===== config.mk =====
export PLATFORM = sky130hd
export DESIGN_NAME = radar_target_frame_parser_core_flat
export DESIGN_NICKNAME = d
export VERILOG_FILES = /design/src/rtfp_pkg.sv /design/src/rtfp_if.sv /design/src/rtfp_datapath.sv /design/src/rtfp_ctrl.sv /design/src/radar_target_frame_parser_core.sv /design/src/flat_wrapper.sv
export SDC_FILE = /design/constraint.sdc
export NUM_CORES = 1
export LEC_CHECK = 0
export ABC_AREA = 1
export BUFFER_PORTS_ARGS = -buffer_cell sky130_fd_sc_hd__buf_2
export CELL_PAD_IN_SITES_DETAIL_PLACEMENT = 1
export CELL_PAD_IN_SITES_GLOBAL_PLACEMENT = 2
export CORE_ASPECT_RATIO = 0.75
export CORE_MARGIN = 5
export CORE_UTILIZATION = 39
export DETAILED_ROUTE_END_ITERATION = 8
export PLACE_DENSITY = 0.77
export SLEW_MARGIN = 20
export SYNTH_ARGS = -nofsm -noshare
export SYNTH_HDL_FRONTEND = slang
export SYNTH_SLANG_ARGS = --single-unit
export TNS_END_PERCENT = 100

===== constraint.sdc =====
create_clock -name clk -period 7.4 [get_ports clk]
set_clock_uncertainty 0.1 [all_clocks]
set_input_delay 1.48 -clock clk [delete_from_list [all_inputs] [get_ports clk]]
set_output_delay 1.48 -clock clk [all_outputs]
set_load 0.02 [all_outputs]

===== src/rtfp_pkg.sv =====
`timescale 1ns / 1ps
package rtfp_pkg;

  localparam int SLOT_W     = 3;
  localparam int HDR_IDX_W  = 2;
  localparam int ROW_W      = 64;

  localparam logic [7:0] SYNC_BYTE   = 8'hAA;
  localparam logic [7:0] FOOT_LO     = 8'h55;
  localparam logic [7:0] FOOT_HI     = 8'hCC;
  localparam logic [7:0] MAG_HI_MASK = 8'h7F;
  localparam logic [7:0] SIGN_BIT    = 8'h80;
  localparam logic [14:0] SPEED_BAD_A = 15'd248;
  localparam logic [14:0] SPEED_BAD_B = 15'd256;
  localparam logic [HDR_IDX_W-1:0] HDR_LAST = 2'd3;

  typedef struct packed {
    logic                 take;
    logic [HDR_IDX_W-1:0] hdr_idx;
    logic                 wr_row;
    logic                 rd;
    logic                 load;
    logic                 clear_cnt;
    logic                 last;
    logic [SLOT_W-1:0]    slot;
  } ctl_cmd_t;

  typedef struct packed {
    logic hdr_hit;
    logic sync;
    logic foot_lo;
    logic foot_hi;
    logic out_free;
  } ctl_sts_t;

  function automatic logic [7:0] hdr_byte(input logic [HDR_IDX_W-1:0] idx);
    logic [7:0] b;
    case (idx)
      2'd0:    b = SYNC_BYTE;
      2'd1:    b = 8'hFF;
      2'd2:    b = 8'h03;
      default: b = 8'h00;
    endcase
    return b;
  endfunction

  function automatic logic [14:0] sm_mag(input logic [7:0] lo, input logic [7:0] hi);
    logic [7:0] h;
    h = hi & MAG_HI_MASK;
    return {h[6:0], lo};
  endfunction

  function automatic logic signed [15:0] sm_decode(input logic [7:0] lo,
                                                   input logic [7:0] hi);
    logic [15:0] m;
    m = {1'b0, sm_mag(lo, hi)};
    if ((hi & SIGN_BIT) != 8'h00) return m;
    return 16'(-m);
  endfunction

endpackage


===== src/rtfp_if.sv =====
`timescale 1ns / 1ps
interface rtfp_byte_if;
  logic       valid;
  logic       ready;
  logic [7:0] data_byte;

  modport source (output valid, output data_byte, input ready);
  modport sink (input valid, input data_byte, output ready);
endinterface

interface rtfp_target_if;
  logic               valid;
  logic               ready;
  logic [2:0]         target_index;
  logic signed [15:0] pos_x;
  logic signed [15:0] pos_y;
  logic signed [15:0] speed;
  logic [15:0]        resolution;
  logic               speed_ok;
  logic               present;
  logic [3:0]         present_count;
  logic               any_present;
  logic               last;

  modport source (output valid, output target_index, output pos_x, output pos_y,
                  output speed, output resolution, output speed_ok, output present,
                  output present_count, output any_present, output last, input ready);
  modport sink (input valid, input target_index, input pos_x, input pos_y,
                input speed, input resolution, input speed_ok, input present,
                input present_count, input any_present, input last, output ready);
endinterface


===== src/rtfp_datapath.sv =====
`timescale 1ns / 1ps
module rtfp_datapath #(
  parameter int TARGET_SLOTS = 3
) (
  input  logic                clk,
  input  logic                rst,
  input  logic [7:0]          data_byte,
  input  rtfp_pkg::ctl_cmd_t  cmd,
  output rtfp_pkg::ctl_sts_t  sts,
  rtfp_target_if.source       targets
);
  import rtfp_pkg::*;

  localparam int AW = (TARGET_SLOTS > 1) ? $clog2(TARGET_SLOTS) : 1;

  logic [ROW_W-1:0] mem [TARGET_SLOTS];
  logic [ROW_W-9:0] row_buf;
  logic [ROW_W-1:0] rd_row;
  logic [3:0]       cnt;

  logic [14:0] mx, my, ms;
  logic        sok, pres;
  logic [3:0]  cnt_next;

  always_comb begin
    mx = sm_mag(rd_row[7:0], rd_row[15:8]);
    my = sm_mag(rd_row[23:16], rd_row[31:24]);
    ms = sm_mag(rd_row[55:48], rd_row[63:56]);
    sok = (ms != 15'd0) && (ms != SPEED_BAD_A) && (ms != SPEED_BAD_B);
    pres = ((mx != 15'd0) || (my != 15'd0)) && sok;
    cnt_next = cnt + {3'd0, pres};
  end

  assign sts.hdr_hit  = (data_byte == hdr_byte(cmd.hdr_idx));
  assign sts.sync     = (data_byte == SYNC_BYTE);
  assign sts.foot_lo  = (data_byte == FOOT_LO);
  assign sts.foot_hi  = (data_byte == FOOT_HI);
  assign sts.out_free = !targets.valid || targets.ready;

  always_ff @(posedge clk) begin
    if (cmd.take) begin
      row_buf <= {data_byte, row_buf[ROW_W-9:8]};
    end
    if (cmd.wr_row) begin
      mem[cmd.slot[AW-1:0]] <= {data_byte, row_buf};
    end
    if (cmd.rd) begin
      rd_row <= mem[cmd.slot[AW-1:0]];
    end
  end

  always_ff @(posedge clk) begin
    if (rst) begin
      targets.valid <= 1'b0;
      cnt           <= 4'd0;
    end else begin
      if (cmd.clear_cnt) begin
        cnt <= 4'd0;
      end else if (cmd.load) begin
        cnt <= cnt_next;
      end
      if (cmd.load) begin
        targets.valid <= 1'b1;
      end else if (targets.ready) begin
        targets.valid <= 1'b0;
      end
    end
  end

  always_ff @(posedge clk) begin
    if (cmd.load) begin
      targets.target_index  <= cmd.slot;
      targets.pos_x         <= sm_decode(rd_row[7:0], rd_row[15:8]);
      targets.pos_y         <= sm_decode(rd_row[23:16], rd_row[31:24]);
      targets.speed         <= sm_decode(rd_row[55:48], rd_row[63:56]);
      targets.resolution    <= rd_row[47:32];
      targets.speed_ok      <= sok;
      targets.present       <= pres;
      targets.present_count <= cmd.last ? cnt_next : 4'd0;
      targets.any_present   <= cmd.last && (cnt_next != 4'd0);
      targets.last          <= cmd.last;
    end
  end

endmodule


===== src/rtfp_ctrl.sv =====
`timescale 1ns / 1ps
module rtfp_ctrl #(
  parameter int TARGET_SLOTS = 3
) (
  input  logic               clk,
  input  logic               rst,
  input  logic               in_valid,
  output logic               in_ready,
  input  rtfp_pkg::ctl_sts_t sts,
  output rtfp_pkg::ctl_cmd_t cmd
);
  import rtfp_pkg::*;

  localparam logic [2:0] S_HDR   = 3'd0;
  localparam logic [2:0] S_BODY  = 3'd1;
  localparam logic [2:0] S_FOOT  = 3'd2;
  localparam logic [2:0] S_CLOSE = 3'd3;
  localparam logic [2:0] S_READ  = 3'd4;
  localparam logic [2:0] S_EMIT  = 3'd5;

  localparam logic [SLOT_W-1:0] LAST_SLOT = SLOT_W'(TARGET_SLOTS - 1);

  logic [2:0]           state, state_next;
  logic [HDR_IDX_W-1:0] hdr_idx, hdr_idx_next;
  logic [2:0]           bidx, bidx_next;
  logic [SLOT_W-1:0]    slot, slot_next;
  logic                 foot_ok, foot_ok_next;
  logic                 take;

  always_comb begin
    in_ready     = state inside {S_HDR, S_BODY, S_FOOT, S_CLOSE};
    take         = in_valid && in_ready;
    state_next   = state;
    hdr_idx_next = hdr_idx;
    bidx_next    = bidx;
    slot_next    = slot;
    foot_ok_next = foot_ok;
    cmd          = '0;
    cmd.take     = take;
    cmd.hdr_idx  = hdr_idx;
    cmd.slot     = slot;
    case (state)
      S_HDR: begin
        if (take) begin
          if (sts.hdr_hit) begin
            if (hdr_idx == HDR_LAST) begin
              state_next   = S_BODY;
              hdr_idx_next = '0;
              bidx_next    = '0;
              slot_next    = '0;
            end else begin
              hdr_idx_next = hdr_idx + 1'b1;
            end
          end else begin
            hdr_idx_next = sts.sync ? HDR_IDX_W'(1) : '0;
          end
        end
      end
      S_BODY: begin
        if (take) begin
          bidx_next = bidx + 1'b1;
          if (bidx == 3'd7) begin
            cmd.wr_row = 1'b1;
            if (slot == LAST_SLOT) begin
              state_next = S_FOOT;
            end else begin
              slot_next = slot + 1'b1;
            end
          end
        end
      end
      S_FOOT: begin
        if (take) begin
          foot_ok_next = sts.foot_lo;
          state_next   = S_CLOSE;
        end
      end
      S_CLOSE: begin
        if (take) begin
          if (foot_ok && sts.foot_hi) begin
            cmd.clear_cnt = 1'b1;
            slot_next     = '0;
            state_next    = S_READ;
          end else begin
            state_next = S_HDR;
          end
        end
      end
      S_READ: begin
        cmd.rd     = 1'b1;
        state_next = S_EMIT;
      end
      S_EMIT: begin
        if (sts.out_free) begin
          cmd.load = 1'b1;
          cmd.last = (slot == LAST_SLOT);
          if (slot == LAST_SLOT) begin
            state_next = S_HDR;
          end else begin
            slot_next  = slot + 1'b1;
            state_next = S_READ;
          end
        end
      end
      default: begin
        state_next = S_HDR;
      end
    endcase
  end

  always_ff @(posedge clk) begin
    if (rst) begin
      state   <= S_HDR;
      hdr_idx <= '0;
      bidx    <= '0;
      slot    <= '0;
      foot_ok <= 1'b0;
    end else begin
      state   <= state_next;
      hdr_idx <= hdr_idx_next;
      bidx    <= bidx_next;
      slot    <= slot_next;
      foot_ok <= foot_ok_next;
    end
  end

  a_load_needs_room: assert property (@(posedge clk) disable iff (rst)
    cmd.load |-> sts.out_free)
    else $error("result loaded while output register full");

  a_read_then_emit: assert property (@(posedge clk) disable iff (rst)
    state == S_READ |=> state == S_EMIT)
    else $error("row read not followed by emit");

  a_row_write_in_body: assert property (@(posedge clk) disable iff (rst)
    cmd.wr_row |-> (take && state == S_BODY && bidx == 3'd7))
    else $error("row write outside target body");

  a_last_returns_to_hunt: assert property (@(posedge clk) disable iff (rst)
    cmd.load && cmd.last |=> state == S_HDR)
    else $error("final result did not restart the header hunt");

endmodule


===== src/radar_target_frame_parser_core.sv =====
`timescale 1ns / 1ps
// Radar target frame parser.
// stream: one serial byte per transfer. targets: one decoded target per
// transfer, TARGET_SLOTS transfers for each frame with a good footer.
// The parser hunts for the header AA FF 03 00, stores each 8-byte target as
// one row of a TARGET_SLOTS-deep memory, then checks the footer 55 CC.
// Header, body and footer bytes are taken while stream.ready is high. After a
// good closing byte, stream.ready drops while the results go out: each slot
// reads its row (S_READ), then loads the output register (S_EMIT). The first
// result is valid once the first slot has passed through S_READ and S_EMIT
// and loaded the output register. A row read and its load never overlap.
// The last result may wait in the output register while the next frame's
// bytes are taken. If targets stalls, emission pauses and stream.ready stays
// low until room frees up. A bad footer emits nothing.
// Reset (rst, synchronous) returns the parser to the header hunt and empties
// the output register; the target memory is not cleared.
module radar_target_frame_parser_core #(
  parameter int TARGET_SLOTS = 3
) (
  input  logic          clk,
  input  logic          rst,
  rtfp_byte_if.sink     stream,
  rtfp_target_if.source targets
);
  import rtfp_pkg::*;

  ctl_cmd_t cmd;
  ctl_sts_t sts;
  logic     in_ready;

  assign stream.ready = in_ready;

  rtfp_ctrl #(
    .TARGET_SLOTS (TARGET_SLOTS)
  ) u_ctrl (
    .clk      (clk),
    .rst      (rst),
    .in_valid (stream.valid),
    .in_ready (in_ready),
    .sts      (sts),
    .cmd      (cmd)
  );

  rtfp_datapath #(
    .TARGET_SLOTS (TARGET_SLOTS)
  ) u_datapath (
    .clk       (clk),
    .rst       (rst),
    .data_byte (stream.data_byte),
    .cmd       (cmd),
    .sts       (sts),
    .targets   (targets)
  );

endmodule

===== src/flat_wrapper.sv =====
// flat-port wrapper written by rule: the top's interface ports become plain ports
module radar_target_frame_parser_core_flat import rtfp_pkg::*;
#(
  parameter int TARGET_SLOTS = 3
)
  (clk, rst, stream_valid, stream_data_byte, stream_ready, targets_valid, targets_target_index, targets_pos_x, targets_pos_y, targets_speed, targets_resolution, targets_speed_ok, targets_present, targets_present_count, targets_any_present, targets_last, targets_ready);
  rtfp_byte_if stream_i ();
  rtfp_target_if targets_i ();
  input  logic clk;
  input  logic rst;
  input wire logic [$bits(stream_i.valid)-1:0] stream_valid;
  input wire logic [$bits(stream_i.data_byte)-1:0] stream_data_byte;
  output wire logic [$bits(stream_i.ready)-1:0] stream_ready;
  output wire logic [$bits(targets_i.valid)-1:0] targets_valid;
  output wire logic [$bits(targets_i.target_index)-1:0] targets_target_index;
  output wire logic [$bits(targets_i.pos_x)-1:0] targets_pos_x;
  output wire logic [$bits(targets_i.pos_y)-1:0] targets_pos_y;
  output wire logic [$bits(targets_i.speed)-1:0] targets_speed;
  output wire logic [$bits(targets_i.resolution)-1:0] targets_resolution;
  output wire logic [$bits(targets_i.speed_ok)-1:0] targets_speed_ok;
  output wire logic [$bits(targets_i.present)-1:0] targets_present;
  output wire logic [$bits(targets_i.present_count)-1:0] targets_present_count;
  output wire logic [$bits(targets_i.any_present)-1:0] targets_any_present;
  output wire logic [$bits(targets_i.last)-1:0] targets_last;
  input wire logic [$bits(targets_i.ready)-1:0] targets_ready;
  assign stream_i.valid = stream_valid;
  assign stream_i.data_byte = stream_data_byte;
  assign stream_ready = stream_i.ready;
  assign targets_valid = targets_i.valid;
  assign targets_target_index = targets_i.target_index;
  assign targets_pos_x = targets_i.pos_x;
  assign targets_pos_y = targets_i.pos_y;
  assign targets_speed = targets_i.speed;
  assign targets_resolution = targets_i.resolution;
  assign targets_speed_ok = targets_i.speed_ok;
  assign targets_present = targets_i.present;
  assign targets_present_count = targets_i.present_count;
  assign targets_any_present = targets_i.any_present;
  assign targets_last = targets_i.last;
  assign targets_i.ready = targets_ready;
  radar_target_frame_parser_core #(.TARGET_SLOTS(TARGET_SLOTS)) u_core (.clk(clk), .rst(rst), .stream(stream_i), .targets(targets_i));
endmodule

[Word level (Yosys, flattened, before mapping)]
Memories as Yosys holds them, arrays and structs flattened. A register that Yosys moved wholly into a read port is not among the register bits.
Cells that the tools add are included.
Cells by class
  multiplexer cells: 55
  add/sub/neg operators: 7
  reduce and logical (&&, ||, !) cells: 25
  equality and inequality tests: 26
Operators with widths (number)
  $mux 16: 6
  $mux 3: 21
  $neg 15->16: 3
  $reduce_bool 15->1: 3
  $pmux 8 s3: 1
  $mux 1: 22
  $pmux 3 s6: 1
  $reduce_and 9->1: 2
  $eq 8x8->1 const B: 2
  $ne 15x8->1 const B: 1
  $ne 15x9->1 const B: 1
  $ne 2x1->1 const B: 6
  $pmux 3 s4: 1
  $reduce_bool 4->1: 3
  $eq 3x2->1 const B: 3
  $eq 3x3->1 const B: 3
  $eq 8x7->1 const B: 1
  $eq 8x8->1: 1
  $ne 2x2->1 const B: 4
  $add 3x1->3 const B: 2
  $logic_and 1x1->1: 6
  $pmux 3 s2: 1
  $reduce_and 5->1: 1
  $add 4x1->4: 1
  other kinds (12): 17
Storage, ports and cells
  bits of input ports: 12
  logic and storage cells: 132
  RAM bits: 192
  output and inout bits: 77
  memories: 1
  register bits: 148
Memory list
  u_core.u_datapath.mem: words 3, bits a word 64, read ports 1, clocked after memory_dff 1, write ports 1, line rtfp_datapath.sv:16  | logic [ROW_W-1:0] mem [TARGET_SLOTS];

[Depth between registers and ports, before layout]
  depth after elaboration: 7
  mapped depth: 16
  mapped depth without buffers: 16

[Modules after synthesis]
From an unflattened synthesis, not the netlist that was laid out.
Second synthesis, totals
  cell total of the unflattened synthesis: 1161
  area total of the unflattened synthesis: 16016.6 um2
By module, submodules not included
  rtfp_datapath: sequential area each 11721.2 um2, area an instance 15089.5 um2, cells each 1030, times used 1
  rtfp_ctrl: sequential area each 240.2 um2, area an instance 927.1 um2, cells each 131, times used 1

[Least setup slack after synthesis]
OpenSTA, ideal clock, no wires.
  path kind: input -> register
  start point: in stream_valid
  end point: mem u_core.u_datapath.mem[2][0], enable pin
  required time: 6.814 ns
  arrival time: 7.248 ns
  stages: 4
  path buffers: 0
  setup time: 0.486 ns
  setup slack: -0.434 ns
  cells stage by stage: inv_1 -> nor2_1 -> nand3_1 -> nor2_1
RTL lines
  start: declaration: line flat_wrapper.sv:11  | input wire logic [$bits(stream_i.valid)-1:0] stream_valid;
  end: declaration: line rtfp_datapath.sv:16

==> metrics.csv <==
stage,metric,value,unit
run_status,outcome,"complete, no violations",
finish,ant diodes,0,
floorplanning,Initial Util,39.6,%
yosys,Synthesis Warnings,0,
setup_path,crit-path max FO,61,
clock_tree,post-CTS setup buffer count,0,
clock_tree,H-tree depth,2,
clock_tree,"Hold-fix buffers, CTS",0,
sta,Worst Slack Setup Final,3.03,ns
sta,crit path time final,4.37,ns
placed_design,gp weighted congestion,0.747,
finish,register area,0.0120,mm2
finish,Nets,1209,
clock_tree,Clock Latency Late Sink,0.52,ns
clock_tree,Num CTS Buffers,41,
yosys,sequential area share after synthesis,78.7,%
pwr,Pwr Total,4.55,mW
pwr,Max rail drop VDD,0.139,mV
floorplanning,I/O pins,89,
setup_path,WP data required,7.46,ns
grt,largest net degree at the start of global routing,70,
route,WL per Instance,19.7,um
yosys,Avg Inst Size Synth,14.2,um2
setup_path,worst r2r path cells,5,
floorplanning,die height,181,um
finish,fill cell count,3895,
placed_design,number of port buffers,88,
route,final wirelength,33900,um
sta,max-slew violation count,0,
yosys,Post-Syn Nets,1099,
finish,final cell count without fillers,1720,
placed_design,Post-DP HPWL,21100,um
placed_design,DP Worst Slack,2.40,ns
pwr,power density over the cells,259,mW/mm2
yosys,Syn Inst Count,1071,
sta,# setup viols final,0,
floorplanning,Core Area,0.0384,mm2
finish,area grow syn2layout,15.4,%
clock_tree,Root Buffer,clkbuf_16,
finish,multi-input logic area,0.00291,mm2
setup_path,crit path to,u_core.u_datapath.mem[0][48],
hold_path,Hold Crit Start,u_core.u_datapath.rd_row[41],
route,first-pass detailed-route iteration total,5,
setup_path,Critical Path Sink Type,flip-flop,
setup_path,Critical Setup Path Class,primary input to flip-flop,
yosys,unique cell type count in the Yosys netlist,31,
clock_tree,maximum root-to-sink buffer count,3,
grt,Overflow after GRT,0,
floorplanning,Rows,62,
grt,initial antenna violation count,3,
setup_path,R2R Setup Slk,3.66,ns
sta,final hold vios,0,
sta,Min Hold Slack,0.320,ns
grt,GRT Overall Usage,15.4,%
sta,worst slew pin tran,1.05,ns
hold_path,type of the worst min-delay path,flip-flop to flip-flop,
pwr,Pleak,6.18,nW
setup_path,crit start category,primary input,
grt,first-pass GRT wire length,52300,um
setup_path,R2R Path End,u_core.u_datapath.mem[0][48],
clock_tree,CTS tree,yes,
clock_tree,"Gates resized, CTS repair",0,
route,routed via count,8628,
sta,RSZ-0062 raised after global routing,false,
placed_design,DP Cell Count,1650,
route,DRC,0,
finish,share of layout cells above drive strength 1,15.2,%
floorplanning,Die Area,0.0431,mm2
clock_tree,clock sink total,404,
sta,fin crit share,59.0,%
floorplanning,Die Width,238,um
sta,Peak Freq,0.229,GHz
setup_path,Critical Path AT,4.43,ns
yosys,cell area after synthesis,0.0152,mm2
setup_path,worst r2r src,u_core.u_ctrl.state[2],
grt,vias in the first global route,8941,
route,Detail Route Antenna Nets,0,
sta,Rel. slew slack,30.1,%
setup_path,CP startpoint,stream_valid,
route,vias per cell,5.02,
clock_tree,Clock Pin Slew Worst Setup and Hold Paths,0.06,ns
yosys,Yosys reg bits,404,
route,DRT iter0 DRCs,611,
flow_run,max_cap viols,0,
-- cell usage in the layout, fill, tap and decap left out, types with 10 or more instances in the layout --
cell type and n:
a21oi_1 152, buf_2 88, buf_4 12, clkbuf_1 10, clkbuf_16 41, dfxtp_1 15
edfxtp_1 387, ha_1 16, inv_1 57, nand2_1 148, nand3_1 27, nor2_1 108
o21ai_0 21, xnor2_1 12, xor2_1 28
-- synthesized netlist by cell type, drive strengths merged --
master	count	area, um2
inv	64	240
nand3b	4	30.0
nor3	10	55.1
nand4	5	31.3
dfxtp	17	340
clkbuf	26	97.6
or2	3	18.8
edfxtp	387	11600
ha	16	200
o22ai	1	6.26
xnor2	12	105
nand2	154	593
nor2	118	470
a31oi	7	43.8
nor4	4	25.0
buf	7	33.8
xor2	28	245
clkinv	2	7.51
o21ai	26	134
nand3	28	145
a21oi	152	761
-- metrics by stage --
stage	setup TNS, ns	cell area (um2)	util (%)
2_1_floorplan	-83.31	15200	-
4_1_cts	0	17500	45.7
3_5_place_dp	0	16300	42.4
3_3_place_gp	0	16300	42.4
5_1_grt	0	17500	45.7
6_report	0	17500	45.7
-- layout make-up --
| class | count | area share (%) |
|---|---|---|
| well taps | 512 | 3.65 |
| clock inverters | 19 | 1.08 |
| repair buffers | 100 | 3.02 |
| inverters | 66 | 1.41 |
| clock buffers | 51 | 6.06 |
| flip-flops and latches | 404 | 68.2 |
| multi-input cells | 568 | 16.6 |
-- per-layer routing --
metal | track usage, % | wire, um | vias to the layer above
li1 | - | - | 4034
met1 | 22.4 | 15900 | 4351
met2 | 24.8 | 15900 | 203
met3 | 2.56 | 1580 | 40
met4 | 3.33 | 512 | 0
met5 | 0 | 0 | -
-- power by group --
group	internal [mW]	switching (mW)	total, mW
clock	1.15	0.821	1.98
combinational	0.00731	0.0240	0.0313
sequential	2.52	0.0250	2.54
total	3.68	0.870	4.55
-- logic make-up after synthesis --
| logic type | count (synthesis) | share of synthesized area (%) |
|---|---|---|
| flops | 404 | 78.7 |
| fa+ha+maj | 16 | 1.32 |
| compound gates | 186 | 6.21 |
| simple gates | 326 | 9.00 |
| xor+xnor | 40 | 2.30 |
| buf+inv | 99 | 2.49 |
-- registers in the layout, indices dropped and copies added, names as in the netlist, 2 cells and up --
signal                                   cells
u_core.u_datapath.targets.pos_x             16
u_core.u_datapath.rd_row                    64
u_core.u_datapath.targets.pos_y             16
u_core.u_datapath.row_buf                   56
u_core.u_ctrl.bidx                           3
u_core.u_ctrl.hdr_idx                        2
u_core.u_datapath.targets.target_index       3
u_core.u_ctrl.state                          3
u_core.u_datapath.cnt                        4
u_core.u_datapath.targets.speed             16
u_core.u_datapath.mem                      192
u_core.u_ctrl.slot                           3
u_core.u_datapath.targets.present_count      4
u_core.u_datapath.targets.resolution        16
-- worst max-delay path, cell delays in order --
cell and delay, ns:
buf_2 0.09, inv_1 0.10, nor2_4 0.09, buf_4 0.65
nand3_1 0.46, nor2_4 0.91, buf_4 0.58
-- how the worst min path moves through the flow --
| stage | cells after the start | slack, ns | end |
|---|---|---|---|
| after floorplan | 0 | 0.30 | u_core.u_datapath.targets.resolution[0] |
| after global placement | 0 | 0.31 | u_core.u_datapath.targets.resolution[8] |
| after detailed placement | 0 | 0.31 | u_core.u_datapath.targets.resolution[6] |
| after CTS | 0 | 0.32 | u_core.u_datapath.targets.resolution[6] |
| after global routing | 0 | 0.32 | u_core.u_datapath.targets.resolution[9] |
| final | 0 | 0.32 | u_core.u_datapath.targets.resolution[9] |
(Power assumes the default switching activity.)
